<file path="config.mk">
export PLATFORM = sky130hd
export DESIGN_NAME = top_k_sorted_result_selector
export DESIGN_NICKNAME = d
export VERILOG_FILES = /design/src/rtl/tksel_pkg.sv /design/src/rtl/tksel_ram.sv /design/src/rtl/tksel_dpath.sv /design/src/rtl/tksel_ctrl.sv /design/src/rtl/top_k_sorted_result_selector.sv
export SDC_FILE = /design/constraint.sdc
export NUM_CORES = 2
export LEC_CHECK = 0
export BUFFER_PORTS_ARGS = -buffer_cell sky130_fd_sc_hd__buf_2
export CORE_MARGIN = 2
export CORE_UTILIZATION = 55
export CTS_CLUSTER_DIAMETER = 40
export DETAILED_ROUTE_END_ITERATION = 6
export PLACE_DENSITY = 0.72
export SLEW_MARGIN = 20
export SYNTH_ARGS = -nofsm -noshare
export SYNTH_HDL_FRONTEND = slang
export SYNTH_HIERARCHICAL = 1
export SYNTH_SLANG_ARGS = --single-unit
</file>
<file path="constraint.sdc">
create_clock -name clk -period 17.43 [get_ports clk]
set_clock_uncertainty 0.2 [all_clocks]
set_input_delay 3.486 -clock clk [delete_from_list [all_inputs] [get_ports clk]]
set_output_delay 3.486 -clock clk [all_outputs]
set_load 0.03 [all_outputs]
</file>
<file path="src/rtl/tksel_pkg.sv">
package tksel_pkg;

  // Store geometry
  localparam int STORE_DEPTH = 16;
  localparam int ADDR_W      = (STORE_DEPTH > 1) ? $clog2(STORE_DEPTH) : 1;
  localparam int CNT_W       = $clog2(STORE_DEPTH + 1);

  // Field widths
  localparam int ID_W    = 32;
  localparam int VAL_W   = 64;
  localparam int KEEP_W  = 5;
  localparam int ENTRY_W = ID_W + VAL_W;
  localparam int CAP_W   = (KEEP_W > CNT_W) ? KEEP_W : CNT_W;

  // Configuration port
  localparam int CFG_IDX_W  = 1;
  localparam int CFG_DATA_W = KEEP_W;
  localparam logic [CFG_IDX_W-1:0] CFG_ASCENDING  = 1'd0;
  localparam logic [CFG_IDX_W-1:0] CFG_KEEP_COUNT = 1'd1;

  // Item kinds
  localparam logic KIND_CAND = 1'b0;
  localparam logic KIND_END  = 1'b1;

  typedef struct packed {
    logic                    kind;
    logic [ID_W-1:0]         doc_id;
    logic signed [VAL_W-1:0] sort_value;
    logic                    live;
  } in_item_t;

  typedef struct packed {
    logic [ID_W-1:0]         out_doc_id;
    logic signed [VAL_W-1:0] out_value;
    logic                    valid_res;
    logic                    last;
  } out_item_t;

  typedef struct packed {
    logic [ID_W-1:0]         id;
    logic signed [VAL_W-1:0] val;
  } entry_t;

  // Controller -> datapath commands
  typedef struct packed {
    logic accept;    // capture input transaction
    logic set_pos;   // pos <= entry count
    logic inc_cnt;   // entry count + 1
    logic clr_cnt;   // entry count <= 0
    logic rd_prev;   // read store at pos-1
    logic wr_shift;  // store[pos] <= read data, pos--
    logic wr_item;   // store[pos] <= captured item
    logic dec_pos;   // pos--
    logic ld_out;    // output register <= read data
    logic ld_empty;  // output register <= empty marker
  } dp_cmd_t;

  // Datapath -> controller status
  typedef struct packed {
    logic is_end;
    logic is_live;
    logic cnt_zero;
    logic not_full;
    logic pos_zero;
    logic pos_le1;
    logic better;
  } dp_stat_t;

  // Strict ranking: key first, then smaller id
  function automatic logic ranks_better(entry_t a, entry_t b, logic asc);
    logic res;
    if (a.val != b.val) begin
      res = asc ? (a.val < b.val) : (a.val > b.val);
    end else begin
      res = (a.id < b.id);
    end
    return res;
  endfunction

endpackage

</file>
<file path="src/rtl/tksel_ram.sv">
module tksel_ram #(
  parameter int WIDTH = 8,
  parameter int DEPTH = 16
) (
  input  logic                                           clk,
  input  logic                                           we,
  input  logic [((DEPTH > 1) ? $clog2(DEPTH) : 1)-1:0]   waddr,
  input  logic [WIDTH-1:0]                               wdata,
  input  logic                                           re,
  input  logic [((DEPTH > 1) ? $clog2(DEPTH) : 1)-1:0]   raddr,
  output logic [WIDTH-1:0]                               rdata
);

  logic [WIDTH-1:0] mem_r [DEPTH];
  logic [WIDTH-1:0] rdata_r;

  // Write port
  always_ff @(posedge clk) begin
    if (we) begin
      mem_r[waddr] <= wdata;
    end
  end

  // Registered read port
  always_ff @(posedge clk) begin
    if (re) begin
      rdata_r <= mem_r[raddr];
    end
  end

  assign rdata = rdata_r;

endmodule

</file>
<file path="src/rtl/tksel_dpath.sv">
module tksel_dpath
  import tksel_pkg::*;
(
  input  logic                  clk,
  input  logic                  rst_n,
  input  logic                  cfg_we,
  input  logic [CFG_IDX_W-1:0]  cfg_index,
  input  logic [CFG_DATA_W-1:0] cfg_data,
  input  in_item_t              in_data,
  input  dp_cmd_t               cmd,
  output dp_stat_t              stat,
  output out_item_t             out_data
);

  logic              ascending_r;
  logic [KEEP_W-1:0] keep_r;
  logic [CNT_W-1:0]  cnt_r, cnt_nxt;
  logic [CNT_W-1:0]  pos_r, pos_nxt;
  in_item_t          item_r;
  out_item_t         out_r;

  entry_t            item_entry;
  entry_t            rd_entry;
  logic [ENTRY_W-1:0] rd_data;
  logic [ENTRY_W-1:0] wr_data;
  logic [CNT_W-1:0]  pos_m1;
  logic [CAP_W-1:0]  keep_ext, depth_ext, cap;

  // Configuration registers
  always_ff @(posedge clk) begin
    if (!rst_n) begin
      ascending_r <= 1'b1;
      keep_r      <= KEEP_W'(16);
    end else if (cfg_we) begin
      unique case (cfg_index)
        CFG_ASCENDING:  ascending_r <= cfg_data[0];
        CFG_KEEP_COUNT: keep_r      <= cfg_data;
        default: ;
      endcase
    end
  end

  // Entry count and insert/drain position
  always_comb begin
    cnt_nxt = cnt_r;
    if (cmd.clr_cnt) begin
      cnt_nxt = '0;
    end else if (cmd.inc_cnt) begin
      cnt_nxt = cnt_r + 1'b1;
    end
    pos_nxt = pos_r;
    if (cmd.set_pos) begin
      pos_nxt = cnt_r;
    end else if (cmd.wr_shift || cmd.dec_pos) begin
      pos_nxt = pos_m1;
    end
  end

  always_ff @(posedge clk) begin
    if (!rst_n) begin
      cnt_r <= '0;
      pos_r <= '0;
    end else begin
      cnt_r <= cnt_nxt;
      pos_r <= pos_nxt;
    end
  end

  // Captured input item
  always_ff @(posedge clk) begin
    if (cmd.accept) begin
      item_r <= in_data;
    end
  end

  assign pos_m1          = pos_r - 1'b1;
  assign item_entry.id   = item_r.doc_id;
  assign item_entry.val  = item_r.sort_value;
  assign rd_entry        = entry_t'(rd_data);
  assign wr_data         = cmd.wr_shift ? rd_data : ENTRY_W'(item_entry);

  // Entry store
  tksel_ram #(
    .WIDTH (ENTRY_W),
    .DEPTH (STORE_DEPTH)
  ) u_store (
    .clk   (clk),
    .we    (cmd.wr_shift | cmd.wr_item),
    .waddr (pos_r[ADDR_W-1:0]),
    .wdata (wr_data),
    .re    (cmd.rd_prev),
    .raddr (pos_m1[ADDR_W-1:0]),
    .rdata (rd_data)
  );

  // Capacity: keep_count saturated to the store depth
  assign keep_ext  = CAP_W'(keep_r);
  assign depth_ext = CAP_W'(STORE_DEPTH);
  assign cap       = (keep_ext > depth_ext) ? depth_ext : keep_ext;

  // Status
  always_comb begin
    stat.is_end   = (item_r.kind == KIND_END);
    stat.is_live  = item_r.live;
    stat.cnt_zero = (cnt_r == '0);
    stat.not_full = (CAP_W'(cnt_r) < cap);
    stat.pos_zero = (pos_r == '0);
    stat.pos_le1  = (pos_r <= CNT_W'(1));
    stat.better   = ranks_better(item_entry, rd_entry, ascending_r);
  end

  // Output register
  always_ff @(posedge clk) begin
    if (cmd.ld_out) begin
      out_r.out_doc_id <= rd_entry.id;
      out_r.out_value  <= rd_entry.val;
      out_r.valid_res  <= 1'b1;
      out_r.last       <= (pos_r == CNT_W'(1));
    end else if (cmd.ld_empty) begin
      out_r.out_doc_id <= '0;
      out_r.out_value  <= '0;
      out_r.valid_res  <= 1'b0;
      out_r.last       <= 1'b1;
    end
  end

  assign out_data = out_r;

endmodule

</file>
<file path="src/rtl/tksel_ctrl.sv">
module tksel_ctrl
  import tksel_pkg::*;
(
  input  logic     clk,
  input  logic     rst_n,
  input  logic     in_valid,
  output logic     in_ready,
  output logic     out_valid,
  input  logic     out_ready,
  input  dp_stat_t stat,
  output dp_cmd_t  cmd
);

  typedef enum logic [6:0] {
    S_IDLE    = 7'b0000001,
    S_DECIDE  = 7'b0000010,
    S_CHECK   = 7'b0000100,
    S_CMP     = 7'b0001000,
    S_DR_READ = 7'b0010000,
    S_DR_LOAD = 7'b0100000,
    S_DR_OUT  = 7'b1000000
  } state_t;

  state_t state_r, state_nxt;
  logic   gate_r, gate_nxt;

  // gate: comparing against the worst entry of a full store, no write yet
  always_comb begin
    state_nxt = state_r;
    gate_nxt  = gate_r;
    cmd       = '0;
    unique case (state_r)
      S_IDLE: begin
        if (in_valid) begin
          cmd.accept = 1'b1;
          state_nxt  = S_DECIDE;
        end
      end
      S_DECIDE: begin
        if (stat.is_end) begin
          cmd.set_pos = 1'b1;
          if (stat.cnt_zero) begin
            cmd.ld_empty = 1'b1;
            state_nxt    = S_DR_OUT;
          end else begin
            state_nxt = S_DR_READ;
          end
        end else if (!stat.is_live) begin
          state_nxt = S_IDLE;
        end else if (stat.not_full) begin
          cmd.set_pos = 1'b1;
          cmd.inc_cnt = 1'b1;
          gate_nxt    = 1'b0;
          state_nxt   = S_CHECK;
        end else if (stat.cnt_zero) begin
          state_nxt = S_IDLE;
        end else begin
          cmd.set_pos = 1'b1;
          gate_nxt    = 1'b1;
          state_nxt   = S_CHECK;
        end
      end
      S_CHECK: begin
        if (stat.pos_zero) begin
          cmd.wr_item = 1'b1;
          state_nxt   = S_IDLE;
        end else begin
          cmd.rd_prev = 1'b1;
          state_nxt   = S_CMP;
        end
      end
      S_CMP: begin
        if (gate_r) begin
          if (stat.better) begin
            cmd.dec_pos = 1'b1;
            gate_nxt    = 1'b0;
            state_nxt   = S_CHECK;
          end else begin
            state_nxt = S_IDLE;
          end
        end else if (stat.better) begin
          cmd.wr_shift = 1'b1;
          state_nxt    = S_CHECK;
        end else begin
          cmd.wr_item = 1'b1;
          state_nxt   = S_IDLE;
        end
      end
      S_DR_READ: begin
        cmd.rd_prev = 1'b1;
        state_nxt   = S_DR_LOAD;
      end
      S_DR_LOAD: begin
        cmd.ld_out = 1'b1;
        state_nxt  = S_DR_OUT;
      end
      S_DR_OUT: begin
        if (out_ready) begin
          if (stat.pos_le1) begin
            cmd.clr_cnt = 1'b1;
            state_nxt   = S_IDLE;
          end else begin
            cmd.dec_pos = 1'b1;
            state_nxt   = S_DR_READ;
          end
        end
      end
      default: begin
        state_nxt = S_IDLE;
      end
    endcase
  end

  always_ff @(posedge clk) begin
    if (!rst_n) begin
      state_r <= S_IDLE;
      gate_r  <= 1'b0;
    end else begin
      state_r <= state_nxt;
      gate_r  <= gate_nxt;
    end
  end

  assign in_ready  = (state_r == S_IDLE);
  assign out_valid = (state_r == S_DR_OUT);

endmodule

</file>
<file path="src/rtl/top_k_sorted_result_selector.sv">
// Channel   Direction  Handshake                  Payload
// in_       input      in_valid / in_ready        in_item_t (kind, doc_id, sort_value, live)
// out_      output     out_valid / out_ready      out_item_t (out_doc_id, out_value,
//                                                             valid_res, last)
// cfg_      input      cfg_we (no wait)           cfg_index, cfg_data
//
// One transaction at a time, accepted only when idle. A candidate is decoded, then dropped,
// or compared against the worst entry of a full store and dropped when it loses; a kept one
// is written after a position check, first displacing the worst entry of a full store when
// it beats it, and each entry it moves past costs a store read, then a compare.
// An end item is decoded, then each result takes a store read, an output load and the
// wait for out_ready; an empty store loads its single empty-marker result at decode.
// Reset (rst_n low, synchronous) empties the store and restores ascending=1, keep=16.
// A stall on out_ready holds the result and blocks new input transactions.
module top_k_sorted_result_selector
  import tksel_pkg::*;
(
  input  logic                  clk,
  input  logic                  rst_n,
  input  logic                  in_valid,
  output logic                  in_ready,
  input  in_item_t              in_data,
  output logic                  out_valid,
  input  logic                  out_ready,
  output out_item_t             out_data,
  input  logic                  cfg_we,
  input  logic [CFG_IDX_W-1:0]  cfg_index,
  input  logic [CFG_DATA_W-1:0] cfg_data
);

  dp_cmd_t  cmd;
  dp_stat_t stat;

  // Sequencer
  tksel_ctrl u_ctrl (
    .clk       (clk),
    .rst_n     (rst_n),
    .in_valid  (in_valid),
    .in_ready  (in_ready),
    .out_valid (out_valid),
    .out_ready (out_ready),
    .stat      (stat),
    .cmd       (cmd)
  );

  // Store, compare and output register
  tksel_dpath u_dpath (
    .clk       (clk),
    .rst_n     (rst_n),
    .cfg_we    (cfg_we),
    .cfg_index (cfg_index),
    .cfg_data  (cfg_data),
    .in_data   (in_data),
    .cmd       (cmd),
    .stat      (stat),
    .out_data  (out_data)
  );

endmodule

</file>
* After elaboration in Yosys (flattened, before gate mapping) *
Memories as Yosys holds them, arrays and structs flattened. A register that Yosys moved wholly into a read port is not among the register bits.
Cells that the tools add are included.

word-level totals
  flip-flop bits (word level) = 220
  memory bits (writable) = 1536
  input port bits = 109
  output and inout bits = 100
  word-level logic and storage cells = 106
  memories kept = 1

operators by class
  $add $sub $neg = 2
  magnitude comparators = 6
  equality and inequality tests = 14
  mux-type cells = 55
  bitwise logic cells = 3
  reduce and logical (&&, ||, !) cells = 11

memories
  name                   depth  bits a word  read ports  clocked after memory_dff  write ports  RTL line         RTL
  u_dpath.u_store.mem_r  16     96           1           1                         1            tksel_ram.sv:14  logic [WIDTH-1:0] mem_r [DEPTH];

operators by type and width
  kind                                                  number
  two-way mux 98 bit                                    2
  two-way mux 96 bit                                    1
  > comparator 64 bit                                   1
  less-than comparator 64 bit                           1
  inequality test 64 bit                                1
  case mux 7 bit (7 select lines)                       1
  two-way mux 7 bit                                     5
  less-than comparator 32 bit                           1
  two-way mux 1 bit                                     31
  two-way mux 5 bit                                     4
  logical NOT 5 bit                                     2
  two-way mux 3 bit                                     3
  case mux 1 bit (2 select lines)                       4
  equality test 7 x 1 -> 1 bit (second input constant)  1
  equality test 7 x 2 -> 1 bit (second input constant)  1
  equality test 7 x 3 -> 1 bit (second input constant)  1
  equality test 7 x 4 -> 1 bit (second input constant)  1
  equality test 7 x 5 -> 1 bit (second input constant)  1
  equality test 7 x 6 -> 1 bit (second input constant)  1
  equality test 7 bit (second input constant)           1
  two-way mux 2 bit                                     3
  AND reduction 2 bit                                   3
  nonzero test 2 bit                                    3
  adder 5 x 1 -> 5 bit (second input constant)          1
  other kinds (14)                                      17

* Logic depth before layout (Yosys ltp) *
  word-level depth = 9
  depth in mapped cells = 18

* Modules after synthesis *
The synthesis kept the hierarchy.

modules (own cells, without submodules)
  module       times used  cells each  area an instance (µm²)
  tksel_ram    1           2460        60319.1
  tksel_dpath  1           865         11046.8
  tksel_ctrl   1           75          623.1

* Worst setup path before layout *
Ideal clock, no wire load.

  path kind = flip-flop to flip-flop
  start = register u_dpath.item_r (netlist bit u_dpath/item_entry[63])
  end = memory u_dpath/u_store/mem_r[0][0] (netlist name) (enable)
  setup time = 0.668 ns
  arrival time = 10.631 ns
  data required time = 16.562 ns
  path slack = 5.931 ns
  stages on the path, launching flop included = 18
  cells stage by stage = edfxtp_1 -> ha_1 -> nand4_2 -> nor4_4 -> nand3_2 -> nor3_4 -> nand3_2 -> o31a_1 -> o211ai_1 -> nand2_1 -> or4_4 -> nor2_1 -> clkbuf_1 -> buf_2 -> buf_1 -> or2_1 -> or3b_2 -> nor3_1

RTL lines
  item                    RTL line           RTL
  from (decl)             tksel_dpath.sv:19  in_item_t item_r;
  from (signal assigned)  tksel_dpath.sv:72  item_r <= in_data;
  to (decl)               tksel_ram.sv:14

==> summary.md <==
| Metric | Value |
|---|---|
| Unrepaired setup endpoints after global routing | false |
| Slew @ Worst Pin | between 1000 and 1500 ps |
| IO Pins | between 200 and 250 |
| Max Slew Vio Count | 0 |
| Most frequent cell after synthesis | edfxtp_1 |
| Post-CTS setup buffers | 0 |
| TritonCTS Sinks | around 1900 |
| VDD IR-drop max | around 0.083 mV |
| Cts bufs inserted | between 200 and 250 |
| Syn_area_per_cell | about 21 um^2 |
| Number of remaining DRC errors | 0 |
| Post-route insts no fill | ~5600 |
| CP Capture Type | flip-flop |
| Top FF cell, synth | edfxtp_1 |
| P&R area growth vs syn | 13.5% |
| Antenna-violating nets left | 0 |
| HPWL Detailed | about 87 mm |
| Post-synth top area share | about three quarters |
| Final Critical Period | slightly below 8000 ps |
| Max H-tree Level | 4 |
| Status | complete, no violations |
| CTS tree | yes |
| GR Util All Layers | a little under a quarter |
| Die W | 366 um |
| Starting Density | about 56% |
| CTS root buffer | clkbuf_16 |
| Number of buffers added on ports | 208 |
| Startpoint types | flip-flop |
| Critical path's most frequent cell | buf_4 |
| Vias in the first global route | about 35000 |
| Initial antenna violation count | 4 |
| Sequential area share after synthesis | about three quarters |
| Die Y | ~370 um |
| Reg clk slew, reported paths | roughly 60 ps |
| Async S/R FF share, synth | 0% |
| Post-synth top cells | 1827 x edfxtp_1, 384 x mux4_2, 192 x a22oi_1 |
| Placed Cells | roughly 5300 |
| Vias per inst | 6.19 |
| Worst-path cell chain | ha_1 > nand2_1 > o21ai_0 > a221oi_1 > o21ai_0 > a21oi_1 > or3_2 > o211ai_1 > nand2_1 > or4_4 > nor2_4 > buf_4 > or2_1 > nand3b_1 > nor2_4 > buf_4 > buf_4 |
| Vias | ~35000 |
| Overall Power | roughly 0.0094 W |
| First-pass GRT wire length | approximately 240 mm |
| Syn Inst Count | between 3000 and 4000 |
| Layout Utilization | a little over three fifths |
| Layout Nets | about 4000 |
| CP required | 17660 ps |
| Final setup fails | 0 |
| Max-cap violations | 0 |
| Synthesized cell area | 72000 um^2 |
| Wire per inst | 28.1 um |
| Fillers | between 8000 and 9000 |
| Max Freq | 129 MHz |
| Max Root-Sink Buffers | 3 |
| Flops & latches, synth | about 1900 |
| Tcrit/Tclk final | between 40 and 50% |
| Max FO, Critical Path | 43 |
| Total Wirelength | roughly 160 mm |
| Area leader, netlist | edfxtp_1 |
| Worst Hold Class | reg -> reg |
| Slowest stage delay, CP | ~890 ps |
| Placement Rows | 132 |
| Power Dens Cells | 115 nW/um^2 |
| Largest net degree at the start of global routing | 145 |
| Post-synth EDFFs | 1827 |
| Hold buffers post-CTS | 0 |
| Worst slew margin | 23.4% |
| Global route overflow | 0 |
| Crit path arrival time | about 8000 ps |
| Synthesis Warnings | 6 |
| Share of cells above drive strength 1 | a little over a quarter |
| Mapped Nets | approximately 3600 |
| Top cells by area, synth | edfxtp_1 76%, mux4_2 12%, a22oi_1 2.0% |
| Final hold violation count | 0 |
| Clk_lat worst skew | around 820 ps |
| First drt pass iteration count | 5 |
| Total die area | 134000 um^2 |
| Routability cong. | approximately 0.77 |
| CP max stage cell | o21ai_0 |
| Post-cts sizing count | 0 |
| P_leak | about 28 nW |
| Final setup TNS | 0 ps |
| DRT iter0 DRCs | between 4000 and 5000 |
| WS Path Type | reg -> reg |
| CORE AREA | 130000 um^2 |
| Post-synthesis cell type count | slightly below 70 |
[per-stage QoR]
step / cell area (um^2) / hold WS [ps] / setup WS [ps]
finish: 81700 / 263 / 9660
global route: 81700 / 293 / 9410
CTS: 81700 / 266 / 9740
detailed placement: 75000 / 255 / 9790
global placement: 75000 / 246 / 9880
floorplan: 72000 / 235 / 5930
[sequential cells by signal, indices dropped and copies added (netlist names)]
register and count:
u_ctrl/state_r 7, u_dpath/pos_r 5, u_dpath/item_entry 96, u_dpath/u_store/mem_r 1536
u_dpath/keep_ext 5, u_dpath/cnt_r 5, u_dpath/out_data 98, u_dpath/u_store/rdata 96
u_dpath/stat 2, u_dpath/ascending_r 1, u_ctrl/gate_r 1
[worst paths after layout]
kind | endpoint | cells past startpoint | slack [ps] | startpoint
setup / recovery | u_dpath/u_store/mem_r[6][40]$_DFFE_PP_ | 17 | 9660 | u_dpath/item_entry[39]$_DFFE_PP_
hold / removal | u_dpath/keep_ext[2]$_SDFFE_PN0P_ | 2 | 260 | u_dpath/keep_ext[2]$_SDFFE_PN0P_
setup reg to reg | u_dpath/u_store/mem_r[6][40]$_DFFE_PP_ | 17 | 9660 | u_dpath/item_entry[39]$_DFFE_PP_
hold reg to reg | u_dpath/keep_ext[2]$_SDFFE_PN0P_ | 2 | 260 | u_dpath/keep_ext[2]$_SDFFE_PN0P_
[placed cells by master (no fill, tap or decap), types with 12 or more instances in the layout]
cell	instances
clkinvlp_4	16
mux4_2	384
nand3_1	20
inv_6	16
a21oi_1	35
nor3_1	13
nor2_1	17
clkinv_1	25
ha_1	104
a22oi_1	192
inv_1	104
nand4_1	19
edfxtp_1	1827
o21ai_0	13
nand2_1	136
clkinv_2	42
and2_1	102
bufinv_16	17
nor2_4	14
mux2_1	95
dfxtp_1	25
o21ai_1	12
buf_2	208
clkbuf_16	211
buf_4	54
clkbuf_1	34
[routing by layer]
layer | global-route usage, % | vias to the layer above | routed length, um
met2 | 36.9 | 1631 | 75000
met3 | 4.91 | 272 | 13800
met5 | 0 | - | 0
met1 | 34.2 | 18200 | 64400
li1 | - | 14700 | -
met4 | 8.34 | 0 | 4930
[worst max-delay path, delay by kind of cell, from the launching register on]
kind	cells	cell delay, ps
AND/OR/NAND/NOR	8	2550
buffers and inverters	3	1930
AO/OA/AOI/OAI	5	1900
flip-flops	1	410
adder cells (fa/ha/maj)	1	320
[area by class of cell]
cell class | count | area, um^2 | share of cell area, %
Multi-Input combinational cell | 1284 | 15600 | 19.0
Antenna cell | 2 | 5.00 | 0.00612
Inverter | 108 | 420 | 0.514
Clock inverter | 132 | 1260 | 1.54
Clock buffer | 245 | 5410 | 6.62
Tap cell | 1742 | 2180 | 2.67
Sequential cell | 1852 | 55400 | 67.7
Timing Repair Buffer | 268 | 1540 | 1.88
[logic make-up (layout without fill, tap and decap cells)]
logic type	after synthesis	after routing	synth area share (%)
flops	1852	1852	76.9
mux	482	482	13.5
simple gates	380	380	2.84
compound gates	304	304	3.02
buf+inv	264	753	1.72
fa+ha+maj	104	104	1.81
xor+xnor	14	14	0.170
other cells	0	2	0
[where the power goes]
group	leakage, nW	switching (W)	total (W)	internal [W]
registers	16.9	0.0000162	0.00497	0.00496
clock network	3.25	0.00173	0.00421	0.00248
logic	7.76	0.000152	0.000197	0.0000444
Power figures use the tool's default switching activity.
